$ cat config.mk
export PLATFORM = sky130hd
export DESIGN_NAME = ngram_bloom_signature_builder_unit
export DESIGN_NICKNAME = d
export VERILOG_FILES = /design/src/hw/rtl/nbsb_pkg.sv /design/src/hw/rtl/ngram_bloom_signature_builder_unit.sv
export SDC_FILE = /design/constraint.sdc
export NUM_CORES = 1
export LEC_CHECK = 0
export BUFFER_PORTS_ARGS = -buffer_cell sky130_fd_sc_hd__buf_2
export CORE_UTILIZATION = 62
export CTS_CLUSTER_DIAMETER = 150
export DETAILED_ROUTE_END_ITERATION = 12
export PLACE_DENSITY_LB_ADDON = 0.3
export SYNTH_ARGS = -nofsm -noshare
export SYNTH_HDL_FRONTEND = slang
export SYNTH_SLANG_ARGS = --single-unit
$ cat constraint.sdc
create_clock -name i_clk -period 9.15 [get_ports i_clk]
set_input_delay 0.4575 -clock i_clk [delete_from_list [all_inputs] [get_ports i_clk]]
set_output_delay 0.4575 -clock i_clk [all_outputs]
set_load 0.005 [all_outputs]
$ cat src/hw/rtl/nbsb_pkg.sv
package nbsb_pkg;

    localparam int SIG_WORDS = 5;
    localparam int WORD_W    = 64;
    localparam int ADDR_W    = $clog2(SIG_WORDS);
    localparam int BIT_W     = $clog2(WORD_W);
    localparam int SIG_BITS  = SIG_WORDS * WORD_W;

    localparam int BYTE_W    = 8;
    localparam int PRED_W    = 15;
    localparam int OFF_W     = 8;
    localparam int TWIN_W    = 16;
    localparam int SQ_W      = 2 * PRED_W;
    localparam int P3_W      = PRED_W + 2;

    localparam int DIV_W     = 32;
    localparam int CNT_W     = 2;

    localparam int IN_DATA_W  = 32;
    localparam int OUT_DATA_W = 72;
    localparam int REQ_W      = 2;

    localparam logic [7:0]  HASH_SEED = 8'd131;
    localparam logic [30:0] HASH_MASK = 31'h7FFF_FFFF;
    localparam logic [1:0]  PRED_SEED = 2'd3;
    localparam logic [7:0]  SKIP_CHAR = 8'h3F;

    typedef enum logic [REQ_W-1:0] {
        REQ_LABEL = 2'd0,
        REQ_PRED  = 2'd1,
        REQ_READ  = 2'd2
    } t_req;

    typedef enum logic [4:0] {
        S_IDLE = 5'b00001,
        S_MOD  = 5'b00010,
        S_SET  = 5'b00100,
        S_RD   = 5'b01000,
        S_LD   = 5'b10000
    } t_state;

endpackage

$ cat src/hw/rtl/ngram_bloom_signature_builder_unit.sv
// Bloom-style vertex signature builder. Each transfer on the slave side is one request, its kind
// in tuser: a label byte, a predicate id or a readout. A label byte that closes no trigram is
// handled in the idle state alone; one that sets a bit is hashed, reduced in three steps (a
// reciprocal multiply, a multiply back with subtract, then a compare and subtract that also
// issues the signature memory read) and written back. A byte whose bit falls beyond storage
// skips the write back. A predicate takes two reductions and up to two read-modify-writes in
// turn. A readout sends the five 64-bit words on the master side, each by a memory read, then
// a load into the output register that waits while the sink stalls, and leaves the signature
// clear. Bit indexes of 320 or more are dropped.
module ngram_bloom_signature_builder_unit
    import nbsb_pkg::*;
#(
    parameter int ENTITY_BITS = 256,
    parameter int PRED_BITS   = 64
) (
    input  logic                  i_clk,
    input  logic                  i_rst_n,
    input  logic                  i_s_tvalid,
    output logic                  o_s_tready,
    // label_byte[7:0], pred_id[22:8], hash_offset[30:23]
    input  logic [IN_DATA_W-1:0]  i_s_tdata,
    // req_type[1:0]
    input  logic [REQ_W-1:0]      i_s_tuser,
    // label_end
    input  logic                  i_s_tlast,
    output logic                  o_m_tvalid,
    input  logic                  i_m_tready,
    // sig_word[63:0], word_index[66:64]
    output logic [OUT_DATA_W-1:0] o_m_tdata,
    // last_word
    output logic                  o_m_tlast
);

    localparam int MAX_MOD = (ENTITY_BITS > PRED_BITS) ? ENTITY_BITS : PRED_BITS;
    localparam int REM_W   = $clog2(MAX_MOD) + 1;
    localparam int IDX_W   = (REM_W + 1 > 10) ? REM_W + 1 : 10;
    localparam logic [DIV_W-1:0] RCP_ENT  = DIV_W'((64'd1 << DIV_W) / 64'(ENTITY_BITS));
    localparam logic [DIV_W-1:0] RCP_PRED = DIV_W'((64'd1 << DIV_W) / 64'(PRED_BITS));

    t_state                r_state, n_state;
    logic [BYTE_W-1:0]     r_newer, n_newer;
    logic [TWIN_W-1:0]     r_twin, n_twin;
    logic [1:0]            r_seen, n_seen;
    logic                  r_skip, n_skip;
    logic                  r_start, n_start;
    logic [DIV_W-1:0]      r_div, n_div;
    logic [DIV_W-1:0]      r_quot, n_quot;
    logic [REM_W-1:0]      r_rem, n_rem;
    logic [CNT_W-1:0]      r_cnt, n_cnt;
    logic                  r_is_pred, n_is_pred;
    logic                  r_pend, n_pend;
    logic [SQ_W-1:0]       r_sq, n_sq;
    logic [P3_W-1:0]       r_p3off, n_p3off;
    logic [ADDR_W-1:0]     r_addr, n_addr;
    logic [BIT_W-1:0]      r_bit, n_bit;
    logic [ADDR_W-1:0]     r_widx, n_widx;
    logic                  r_out_valid, n_out_valid;
    logic [WORD_W-1:0]     r_out_word, n_out_word;
    logic [ADDR_W-1:0]     r_out_idx, n_out_idx;
    logic                  r_out_last, n_out_last;

    logic [WORD_W-1:0]     r_mem [SIG_WORDS];
    logic [SIG_WORDS-1:0]  r_valid;
    logic [WORD_W-1:0]     r_rd_data;
    logic                  r_rd_vld;

    logic                  mem_re;
    logic [ADDR_W-1:0]     mem_raddr;
    logic                  mem_we;
    logic [WORD_W-1:0]     mem_wdata;
    logic                  clr_en;

    logic                  s_xfer;
    t_req                  req;
    logic [BYTE_W-1:0]     in_byte;
    logic [PRED_W-1:0]     in_pred;
    logic [OFF_W-1:0]      in_off;
    logic                  lbl_skip;
    logic [1:0]            lbl_seen;
    logic [23:0]           hash_prod;
    logic [30:0]           hash_val;
    logic [REM_W-1:0]      mod_val;
    logic [DIV_W-1:0]      rcp_val;
    logic [DIV_W-1:0]      quot_est;
    logic [DIV_W-1:0]      rem_raw;
    logic [REM_W-1:0]      rem_fix;
    logic [IDX_W-1:0]      bit_idx;
    logic [WORD_W-1:0]     rd_word;
    logic                  out_free;

    assign s_xfer  = i_s_tvalid && o_s_tready;
    assign req     = t_req'(i_s_tuser);
    assign in_byte = i_s_tdata[BYTE_W-1:0];
    assign in_pred = i_s_tdata[BYTE_W +: PRED_W];
    assign in_off  = i_s_tdata[BYTE_W+PRED_W +: OFF_W];

    assign lbl_skip  = r_start ? (in_byte == SKIP_CHAR) : r_skip;
    assign lbl_seen  = r_start ? 2'd0 : r_seen;
    assign hash_prod = 24'(r_twin) * 24'(HASH_SEED);
    assign hash_val  = (31'(hash_prod) + 31'(in_byte)) & HASH_MASK;

    assign mod_val = r_is_pred ? REM_W'(PRED_BITS) : REM_W'(ENTITY_BITS);
    assign rcp_val = r_is_pred ? RCP_PRED : RCP_ENT;

    // reciprocal estimate is low by at most one, fixed by one compare and subtract
    assign quot_est = DIV_W'(((2*DIV_W)'(r_div) * (2*DIV_W)'(rcp_val)) >> DIV_W);
    assign rem_raw  = r_div - DIV_W'(r_quot * DIV_W'(mod_val));
    assign rem_fix  = (r_rem >= mod_val) ? r_rem - mod_val : r_rem;

    assign bit_idx  = (r_is_pred ? IDX_W'(ENTITY_BITS) : IDX_W'(0)) + IDX_W'(rem_fix);
    assign rd_word  = r_rd_vld ? r_rd_data : '0;
    assign out_free = !r_out_valid || i_m_tready;

    always_comb begin
        n_state     = r_state;
        n_newer     = r_newer;
        n_twin      = r_twin;
        n_seen      = r_seen;
        n_skip      = r_skip;
        n_start     = r_start;
        n_div       = r_div;
        n_quot      = r_quot;
        n_rem       = r_rem;
        n_cnt       = r_cnt;
        n_is_pred   = r_is_pred;
        n_pend      = r_pend;
        n_sq        = r_sq;
        n_p3off     = r_p3off;
        n_addr      = r_addr;
        n_bit       = r_bit;
        n_widx      = r_widx;
        n_out_valid = r_out_valid;
        n_out_word  = r_out_word;
        n_out_idx   = r_out_idx;
        n_out_last  = r_out_last;
        mem_re      = 1'b0;
        mem_raddr   = r_addr;
        mem_we      = 1'b0;
        mem_wdata   = rd_word | (WORD_W'(1) << r_bit);
        clr_en      = 1'b0;
        o_s_tready  = 1'b0;

        if (r_out_valid && i_m_tready) begin
            n_out_valid = 1'b0;
        end

        unique case (r_state)
            S_IDLE: begin
                o_s_tready = 1'b1;
                if (s_xfer) begin
                    n_cnt = '0;
                    unique case (req)
                        REQ_LABEL: begin
                            n_skip  = lbl_skip;
                            n_seen  = (lbl_seen < 2'd2) ? lbl_seen + 2'd1 : lbl_seen;
                            n_start = i_s_tlast;
                            n_newer = in_byte;
                            n_twin  = TWIN_W'(16'(r_newer) * 16'(HASH_SEED))
                                      + TWIN_W'(in_byte);
                            if (lbl_seen == 2'd2 && !lbl_skip) begin
                                n_div     = DIV_W'(hash_val) + DIV_W'(in_off);
                                n_is_pred = 1'b0;
                                n_pend    = 1'b0;
                                n_state   = S_MOD;
                            end
                        end
                        REQ_PRED: begin
                            n_div     = DIV_W'(in_pred) + DIV_W'(in_off);
                            n_sq      = SQ_W'(in_pred) * SQ_W'(in_pred);
                            n_p3off   = P3_W'(in_pred) * P3_W'(PRED_SEED) + P3_W'(in_off);
                            n_is_pred = 1'b1;
                            n_pend    = 1'b1;
                            n_state   = S_MOD;
                        end
                        REQ_READ: begin
                            n_widx  = '0;
                            n_state = S_RD;
                        end
                        default: begin
                        end
                    endcase
                end
            end
            S_MOD: begin
                n_cnt = r_cnt + CNT_W'(1);
                if (r_cnt == CNT_W'(0)) begin
                    n_quot = quot_est;
                end else if (r_cnt == CNT_W'(1)) begin
                    n_rem = rem_raw[REM_W-1:0];
                end else begin
                    n_addr = bit_idx[BIT_W +: ADDR_W];
                    n_bit  = bit_idx[BIT_W-1:0];
                    if (bit_idx < IDX_W'(SIG_BITS)) begin
                        mem_re    = 1'b1;
                        mem_raddr = bit_idx[BIT_W +: ADDR_W];
                        n_state   = S_SET;
                    end else if (r_pend) begin
                        n_div   = DIV_W'(r_sq) + DIV_W'(r_p3off);
                        n_cnt   = '0;
                        n_pend  = 1'b0;
                    end else begin
                        n_state = S_IDLE;
                    end
                end
            end
            S_SET: begin
                mem_we = 1'b1;
                if (r_pend) begin
                    n_div   = DIV_W'(r_sq) + DIV_W'(r_p3off);
                    n_cnt   = '0;
                    n_pend  = 1'b0;
                    n_state = S_MOD;
                end else begin
                    n_state = S_IDLE;
                end
            end
            S_RD: begin
                mem_re    = 1'b1;
                mem_raddr = r_widx;
                n_state   = S_LD;
            end
            S_LD: begin
                if (out_free) begin
                    clr_en      = 1'b1;
                    n_out_valid = 1'b1;
                    n_out_word  = rd_word;
                    n_out_idx   = r_widx;
                    n_out_last  = (r_widx == ADDR_W'(SIG_WORDS - 1));
                    if (r_widx == ADDR_W'(SIG_WORDS - 1)) begin
                        n_state = S_IDLE;
                    end else begin
                        n_widx  = r_widx + ADDR_W'(1);
                        n_state = S_RD;
                    end
                end
            end
            default: begin
                n_state = S_IDLE;
            end
        endcase
    end

    always_ff @(posedge i_clk) begin
        if (!i_rst_n) begin
            r_state     <= S_IDLE;
            r_newer     <= '0;
            r_twin      <= '0;
            r_seen      <= '0;
            r_skip      <= 1'b0;
            r_start     <= 1'b1;
            r_cnt       <= '0;
            r_pend      <= 1'b0;
            r_is_pred   <= 1'b0;
            r_widx      <= '0;
            r_out_valid <= 1'b0;
        end else begin
            r_state     <= n_state;
            r_newer     <= n_newer;
            r_twin      <= n_twin;
            r_seen      <= n_seen;
            r_skip      <= n_skip;
            r_start     <= n_start;
            r_cnt       <= n_cnt;
            r_pend      <= n_pend;
            r_is_pred   <= n_is_pred;
            r_widx      <= n_widx;
            r_out_valid <= n_out_valid;
        end
    end

    always_ff @(posedge i_clk) begin
        r_div      <= n_div;
        r_quot     <= n_quot;
        r_rem      <= n_rem;
        r_sq       <= n_sq;
        r_p3off    <= n_p3off;
        r_addr     <= n_addr;
        r_bit      <= n_bit;
        r_out_word <= n_out_word;
        r_out_idx  <= n_out_idx;
        r_out_last <= n_out_last;
    end

    // signature memory, entries not valid read as zero
    always_ff @(posedge i_clk) begin
        if (mem_we) begin
            r_mem[r_addr] <= mem_wdata;
        end
        if (mem_re) begin
            r_rd_data <= r_mem[mem_raddr];
            r_rd_vld  <= r_valid[mem_raddr];
        end
    end

    always_ff @(posedge i_clk) begin
        if (!i_rst_n) begin
            r_valid <= '0;
        end else begin
            if (mem_we) begin
                r_valid[r_addr] <= 1'b1;
            end
            if (clr_en) begin
                r_valid[r_widx] <= 1'b0;
            end
        end
    end

    assign o_m_tvalid = r_out_valid;
    assign o_m_tdata  = {(OUT_DATA_W - WORD_W - ADDR_W)'(0), r_out_idx, r_out_word};
    assign o_m_tlast  = r_out_last;

endmodule

======== After elaboration in Yosys (flattened, before gate mapping) ========
Memory sizes are Yosys's and may differ from the RTL's. A register that Yosys moved wholly into a read port is not among the register bits.
Cells that the tools add are included.
storage, ports and cells
  register bits ........................... 244
  bits in writable memories ............... 320
  input bits .............................. 39
  output and inout port bits .............. 75
  logic and storage cells ................. 177
  memories ................................ 1
memory list
  memory  words  bits a word  rd ports  clocked after Yosys merged registers in  wr ports  RTL line                                  text
  r_mem   5      64           1         1                                        1         ngram_bloom_signature_builder_unit.sv:62  logic [WORD_W-1:0] r_mem [SIG_WORDS];
operators by class
  $add $sub $neg .......................... 12
  multipliers ............................. 6
  magnitude comparators ................... 8
  equality and inequality tests ........... 24
  shift operators ......................... 1
  muxes and demuxes ....................... 72
  bitwise operators ....................... 6
  reduce and logical (&&, ||, !) cells .... 24
operators by type and width
  kind                                                number
  2-to-1 mux 32 bit                                   6
  one-hot mux 32 bit (3 select lines)                 1
  2-to-1 mux 64 bit                                   1
  OR 64 bit                                           1
  one-hot mux 32 bit (2 select lines)                 1
  left shift 1 x 6 -> 64 bit, first input constant    1
  multiplier 32 x 27 -> 59 bit                        1
  2-to-1 mux 5 bit                                    10
  multiplier 32 x 9 -> 9 bit                          1
  adder 30 x 17 -> 31 bit                             1
  multiplier 15 x 15 -> 30 bit                        1
  2-to-1 mux 27 bit                                   1
  2-to-1 mux 9 bit                                    3
  adder 25 x 8 -> 26 bit                              1
  adder 24 x 8 -> 25 bit                              1
  one-hot mux 5 bit (5 select lines)                  1
  multiplier 16 x 8 -> 24 bit, second input constant  1
  2-to-1 mux 1 bit                                    21
  2-to-1 mux 3 bit                                    7
  2-to-1 mux 2 bit                                    9
  subtractor 9 bit                                    2
  adder 17 x 8 -> 17 bit                              1
  multiplier 15 x 2 -> 17 bit, second input constant  1
  adder 15 x 8 -> 16 bit                              1
  other kinds (47)                                    78

======== Depth between registers and ports, before layout ========
  word-level depth ........................ 11
  depth in mapped cells ................... 18
  mapped depth without buffers ............ 18

======== Worst setup path before layout ========
Ideal clock, no wire load.
  path kind ............................... reg2reg
  from .................................... reg r_state[1]
  to ...................................... reg r_valid[1]
  library setup time ...................... 0.099 ns
  arrival ................................. 8.195 ns
  data required time ...................... 9.051 ns
  slack ................................... 0.856 ns
  cell stages (with the launch flop) ...... 7
  path buffers ............................ 1
  period minus slack after synthesis ...... 8.294 ns
  path through ............................ dfxtp_1 clkbuf_1 nor3_1 nand3b_1 nor4b_1 o21ai_0 a31oi_1
on the way
  longest elaborated chain between the ends .. 6
  elaborated cells between the ends (all ways) .. 8
  classes of those cells .................. eq/ne (2); mux (5); bitwise (1)
RTL lines
  item                                RTL line                                   text
  from (decl)                         ngram_bloom_signature_builder_unit.sv:40   t_state r_state, n_state;
  from (signal assigned)              ngram_bloom_signature_builder_unit.sv:257  r_state <= n_state;
  == test 5 x 3 -> 1 bit              ngram_bloom_signature_builder_unit.sv:147  unique case (r_state)
  2-to-1 mux 1 bit                    ngram_bloom_signature_builder_unit.sv:147
  2-to-1 mux 5 bit                    ngram_bloom_signature_builder_unit.sv:299  if (mem_we) begin
  2-to-1 mux 5 bit                    ngram_bloom_signature_builder_unit.sv:296  if (!i_rst_n) begin
  bitwise AND 5 bit (no source line)  --
  2-to-1 mux 5 bit (*)                ngram_bloom_signature_builder_unit.sv:302  if (clr_en) begin
  to (signal assigned)                ngram_bloom_signature_builder_unit.sv:297  r_valid <= '0;
  to (signal, indexed assignment)     ngram_bloom_signature_builder_unit.sv:300  r_valid[r_addr] <= 1'b1;
  to (signal, indexed assignment)     ngram_bloom_signature_builder_unit.sv:303  r_valid[r_widx] <= 1'b0;
  to (decl)                           ngram_bloom_signature_builder_unit.sv:63   logic [SIG_WORDS-1:0] r_valid;
Every way passes the cells marked *; elsewhere a longest branch is shown, timed or not. The select of a mux whose other input is x is not followed.
A chain may end at the register's enable or synchronous reset.

======== Worst setup path after layout ========
  from .................................... reg r_is_pred
  to ...................................... reg r_rd_data[48] (read register of r_mem) (data pin)
on the way
  longest elaborated chain between the ends .. 9
  elaborated cells between the ends (all ways) .. 15
  classes of those cells .................. add/sub (2); order compare (2); mux (11)
RTL lines
  item                                                                                             RTL line                                   text
  from (decl)                                                                                      ngram_bloom_signature_builder_unit.sv:50   logic r_is_pred, n_is_pred;
  from (signal assigned)                                                                           ngram_bloom_signature_builder_unit.sv:265  r_is_pred <= n_is_pred;
  2-to-1 mux 9 bit                                                                                 ngram_bloom_signature_builder_unit.sv:102  assign mod_val = r_is_pred ? REM_W'(PRED_BITS) : REM_W'(ENTITY_BITS);
  subtractor 9 bit / greater-or-equal comparator 9 bit (equally long branches)                     ngram_bloom_signature_builder_unit.sv:108  assign rem_fix = (r_rem >= mod_val) ? r_rem - mod_val : r_rem;
  2-to-1 mux 9 bit                                                                                 ngram_bloom_signature_builder_unit.sv:108
  adder 9 x 9 -> 10 bit (*)                                                                        ngram_bloom_signature_builder_unit.sv:110  assign bit_idx = (r_is_pred ? IDX_W'(ENTITY_BITS) : IDX_W'(0)) + IDX_W'(rem_fix);
  named net bit_idx[8]                                                                             ngram_bloom_signature_builder_unit.sv:87   logic [IDX_W-1:0] bit_idx;
  less-than comparator 10 x 9 -> 1 bit                                                             ngram_bloom_signature_builder_unit.sv:193  if (bit_idx < IDX_W'(SIG_BITS)) begin
  2-to-1 mux 3 bit / 2-to-1 mux 1 bit (equally long branches)                                      ngram_bloom_signature_builder_unit.sv:193
  2-to-1 mux 3 bit / 2-to-1 mux 1 bit (equally long branches)                                      ngram_bloom_signature_builder_unit.sv:188  end else if (r_cnt == CNT_W'(1)) begin
  2-to-1 mux 3 bit / 2-to-1 mux 1 bit (equally long branches)                                      ngram_bloom_signature_builder_unit.sv:186  if (r_cnt == CNT_W'(0)) begin
  one-hot mux 3 bit (2 select lines) / one-hot mux 1 bit (2 select lines) (equally long branches)  ngram_bloom_signature_builder_unit.sv:147
  to (decl)                                                                                        ngram_bloom_signature_builder_unit.sv:64   logic [WORD_W-1:0] r_rd_data;
Mark *: on every way through the listed nets, which the timed path passes. The rest lies on a longest branch.

==> impl_metrics.json <==
{
  "p_clk_share_pct": 33.4,
  "pwr-share-seq_pct": 48.0,
  "design_area_um2": 29300,
  "gp_congestion": 0.844,
  "timing.final.crit_period_ns": 5.33,
  "startpoint_type": "flip-flop",
  "fmax_mhz": 187,
  "final_cell_mix": "506 x edfxtp_1, 164 x ha_1, 139 x inv_1",
  "cts.clk_slew.worst_paths_ns": 0.06,
  "p_leak_nw": 11.2,
  "sw_frac_of_total_pct": 26.1,
  "core_area_um2": 42200,
  "critPathKind": "flip-flop to flip-flop",
  "hold_path.class": "input port to flip-flop",
  "dp_hpwl_mm": 32.7,
  "netlist_area_um2": 26700,
  "wl_per_cell_um": 20.4,
  "grt_pass1_vias": 15900,
  "ys.flop_type": "edfxtp_1",
  "instances_no_fill": 2597,
  "place_inst": 2504,
  "numClockSinks": 547,
  "finalNetCount": 2278,
  "numCtsBuffers": 53,
  "avgSynthCellArea_um2": 14.0,
  "period_share_pct": 58.3,
  "die_w_um": 210,
  "setup-violations-final": 0,
  "yosysUniqueCellTypes": 68,
  "wl_mm": 52.9,
  "first_iter_violations": 1056,
  "grt_max_degree": 66,
  "cp_max_fo": 52,
  "yosysWarningCount": 0,
  "ios": 114,
  "tightestPinTransition_ns": 1.06,
  "rsz0062_at_grt": "false",
  "synth_edf_count": 506,
  "peakVddDrop_mv": 0.137,
  "critPathArrivalTime_ns": 5.65,
  "setup_tns_ns": 0,
  "p_int_mw": 4.44,
  "mostFrequentLayoutCell": "edfxtp_1",
  "dr.pass1.iters": 5,
  "yosysSeqAreaShare_pct": 59.9,
  "cts_resized": 0,
  "postRouteAntennaNets": 0,
  "end_kind": "flip-flop",
  "die_h_um": 210,
  "syn_to_final_growth_pct": 9.74,
  "grt_use_total_pct": 24.6,
  "cts_hold_buffers": 0,
  "ys_seq_elements": 547,
  "vias": 15500,
  "route.detailed.drc": 0,
  "antenna_cells": 0,
  "p_switching_mw": 1.57,
  "dpl_cell_area_um2": 27800,
  "synth_cells": 1903,
  "grt_pass1_wl_mm": 83.4,
  "clk_latency_ns": 0.60,
  "cts_setup_buffers": 0,
  "cp_data_required_time_ns": 9.47,
  "slew_headroom_pct": 29.6,
  "finalCoreUtilization_pct": 69.4,
  "fp.dieArea_um2": 43900,
  "fin_skew_ns": 0.0175,
  "initial_core_util_pct": 63.3,
  "fp-row-count": 75,
  "cts_tree": "yes",
  "final-hold-violation-count": 0,
  "comb_power_share_pct": 18.6,
  "outcome": "finished clean",
  "overflow": 0,
  "drive_gt1_share_pct": 13.5,
  "drv_cap": 0,
  "clockRootBuffer": "clkbuf_16",
  "grt_antenna_before_repair": 0,
  "power.density_nw_per_um2": 205,
  "viasPerCell": 5.98,
  "port-buffer-count": 103,
  "async_flop_share_pct": 0,
  "maxSlewViolCount": 0,
  "cts_buffer_depth": 3,
  "cts_max_level": 2
}
## metal layers
layer / track usage, % / routed length, µm
met3: 3.46 / 2920
met1: 31.0 / 21600
met2: 43.8 / 27200
met5: 0 / 0
met4: 7.90 / 1180
## sequential cells by signal, summed over array words and instances (netlist names), 2 cells and up
| name | count |
|---|---|
| r_out_word | 64 |
| r_cnt | 2 |
| r_newer | 8 |
| r_out_idx | 3 |
| r_quot | 3 |
| r_seen | 2 |
| r_sq | 10 |
| r_div | 11 |
| r_mem | 320 |
| r_valid | 5 |
| r_state | 5 |
| r_rd_data | 64 |
| r_bit | 6 |
| r_rem | 9 |
| r_twin | 11 |
| r_p3off | 11 |
| r_addr | 3 |
| r_widx | 3 |
## cell type report
| cell class | instances | area (µm²) |
|---|---|---|
| Multi-Input combinational cell | 1154 | 9870 |
| Clock inverter | 24 | 165 |
| Clock buffer | 69 | 1410 |
| Fill cell | 2885 | 12900 |
| Inverter | 142 | 533 |
| Tap cell | 539 | 674 |
| Timing Repair Buffer | 122 | 658 |
| Sequential cell | 547 | 16000 |
## Yosys cell counts (55+ instances only)
| master | count | area share (%) |
|---|---|---|
| o21bai_1 | 73 | 2.1 |
| edfxtp_1 | 506 | 57 |
| and2_1 | 78 | 1.8 |
| ha_1 | 164 | 7.7 |
| fa_1 | 55 | 4.1 |
| nor2_1 | 127 | 1.8 |
| a221oi_2 | 60 | 3.4 |
| mux2i_1 | 135 | 5.1 |
| inv_1 | 140 | 2.0 |
| a21oi_1 | 61 | 1.1 |
| xnor2_1 | 62 | 2.0 |
| nand2_1 | 94 | 1.3 |
## worst max-delay path, stage by stage, from the launching register on
cell and delay [ns]:
dfxtp_1 0.75, ha_1 0.26, or3b_2 0.48, o21ai_0 0.16, nand2_1 0.09, o22ai_1 0.14, a21oi_1 0.07, ha_1 0.34
inv_1 0.09, a21oi_1 0.37, o211ai_2 0.20, nand2_4 0.74, buf_4 0.83, mux2i_1 0.34, a221oi_2 0.10
## kinds of logic after synthesis
logic type / Yosys count / synth area share [%]
adder cells (fa/ha/maj): 219 / 11.8
AO/OA/AOI/OAI: 299 / 9.40
AND/OR/NAND/NOR: 403 / 7.39
flip-flops: 547 / 59.9
buffers and inverters: 212 / 3.52
other: 1 / 0.0140
XOR/XNOR: 83 / 2.72
multiplexers: 139 / 5.23
## power by group through the flow
stage          Sequential (mW)  Clock (mW)  Combinational, mW
3_5_place_dp              2.93           0               1.11
2_1_floorplan             2.92           0              0.883
6_report                  2.88        2.00               1.12
3_3_place_gp              2.93           0               1.08
5_1_grt                   2.89        2.12               1.28
4_1_cts                   2.88        2.03               1.13
## stage by stage
step           setup slack, ns  hold WS [ns]  total power, mW
3_3_place_gp              3.99         0.435             4.01
6_report                  3.82        0.0708             6.00
3_5_place_dp              3.84         0.434             4.05
5_1_grt                   3.51        0.0672             6.29
2_1_floorplan            0.856         0.400             3.80
4_1_cts                   3.82        0.0468             6.04
## path summary, 6_finish.rpt
| path | startpoint | depth (start not counted) | end | slack (ns) |
|---|---|---|---|---|
| worst max-delay path | r_is_pred | 14 | r_rd_data[48] | 3.82 |
| worst min-delay path | i_s_tlast | 3 | r_start | 0.07 |
| worst max register to register | r_is_pred | 14 | r_rd_data[48] | 3.82 |
| worst min register to register | r_rem[3] | 0 | r_bit[3] | 0.45 |
No activity file was read; power rests on OpenSTA's default activity.
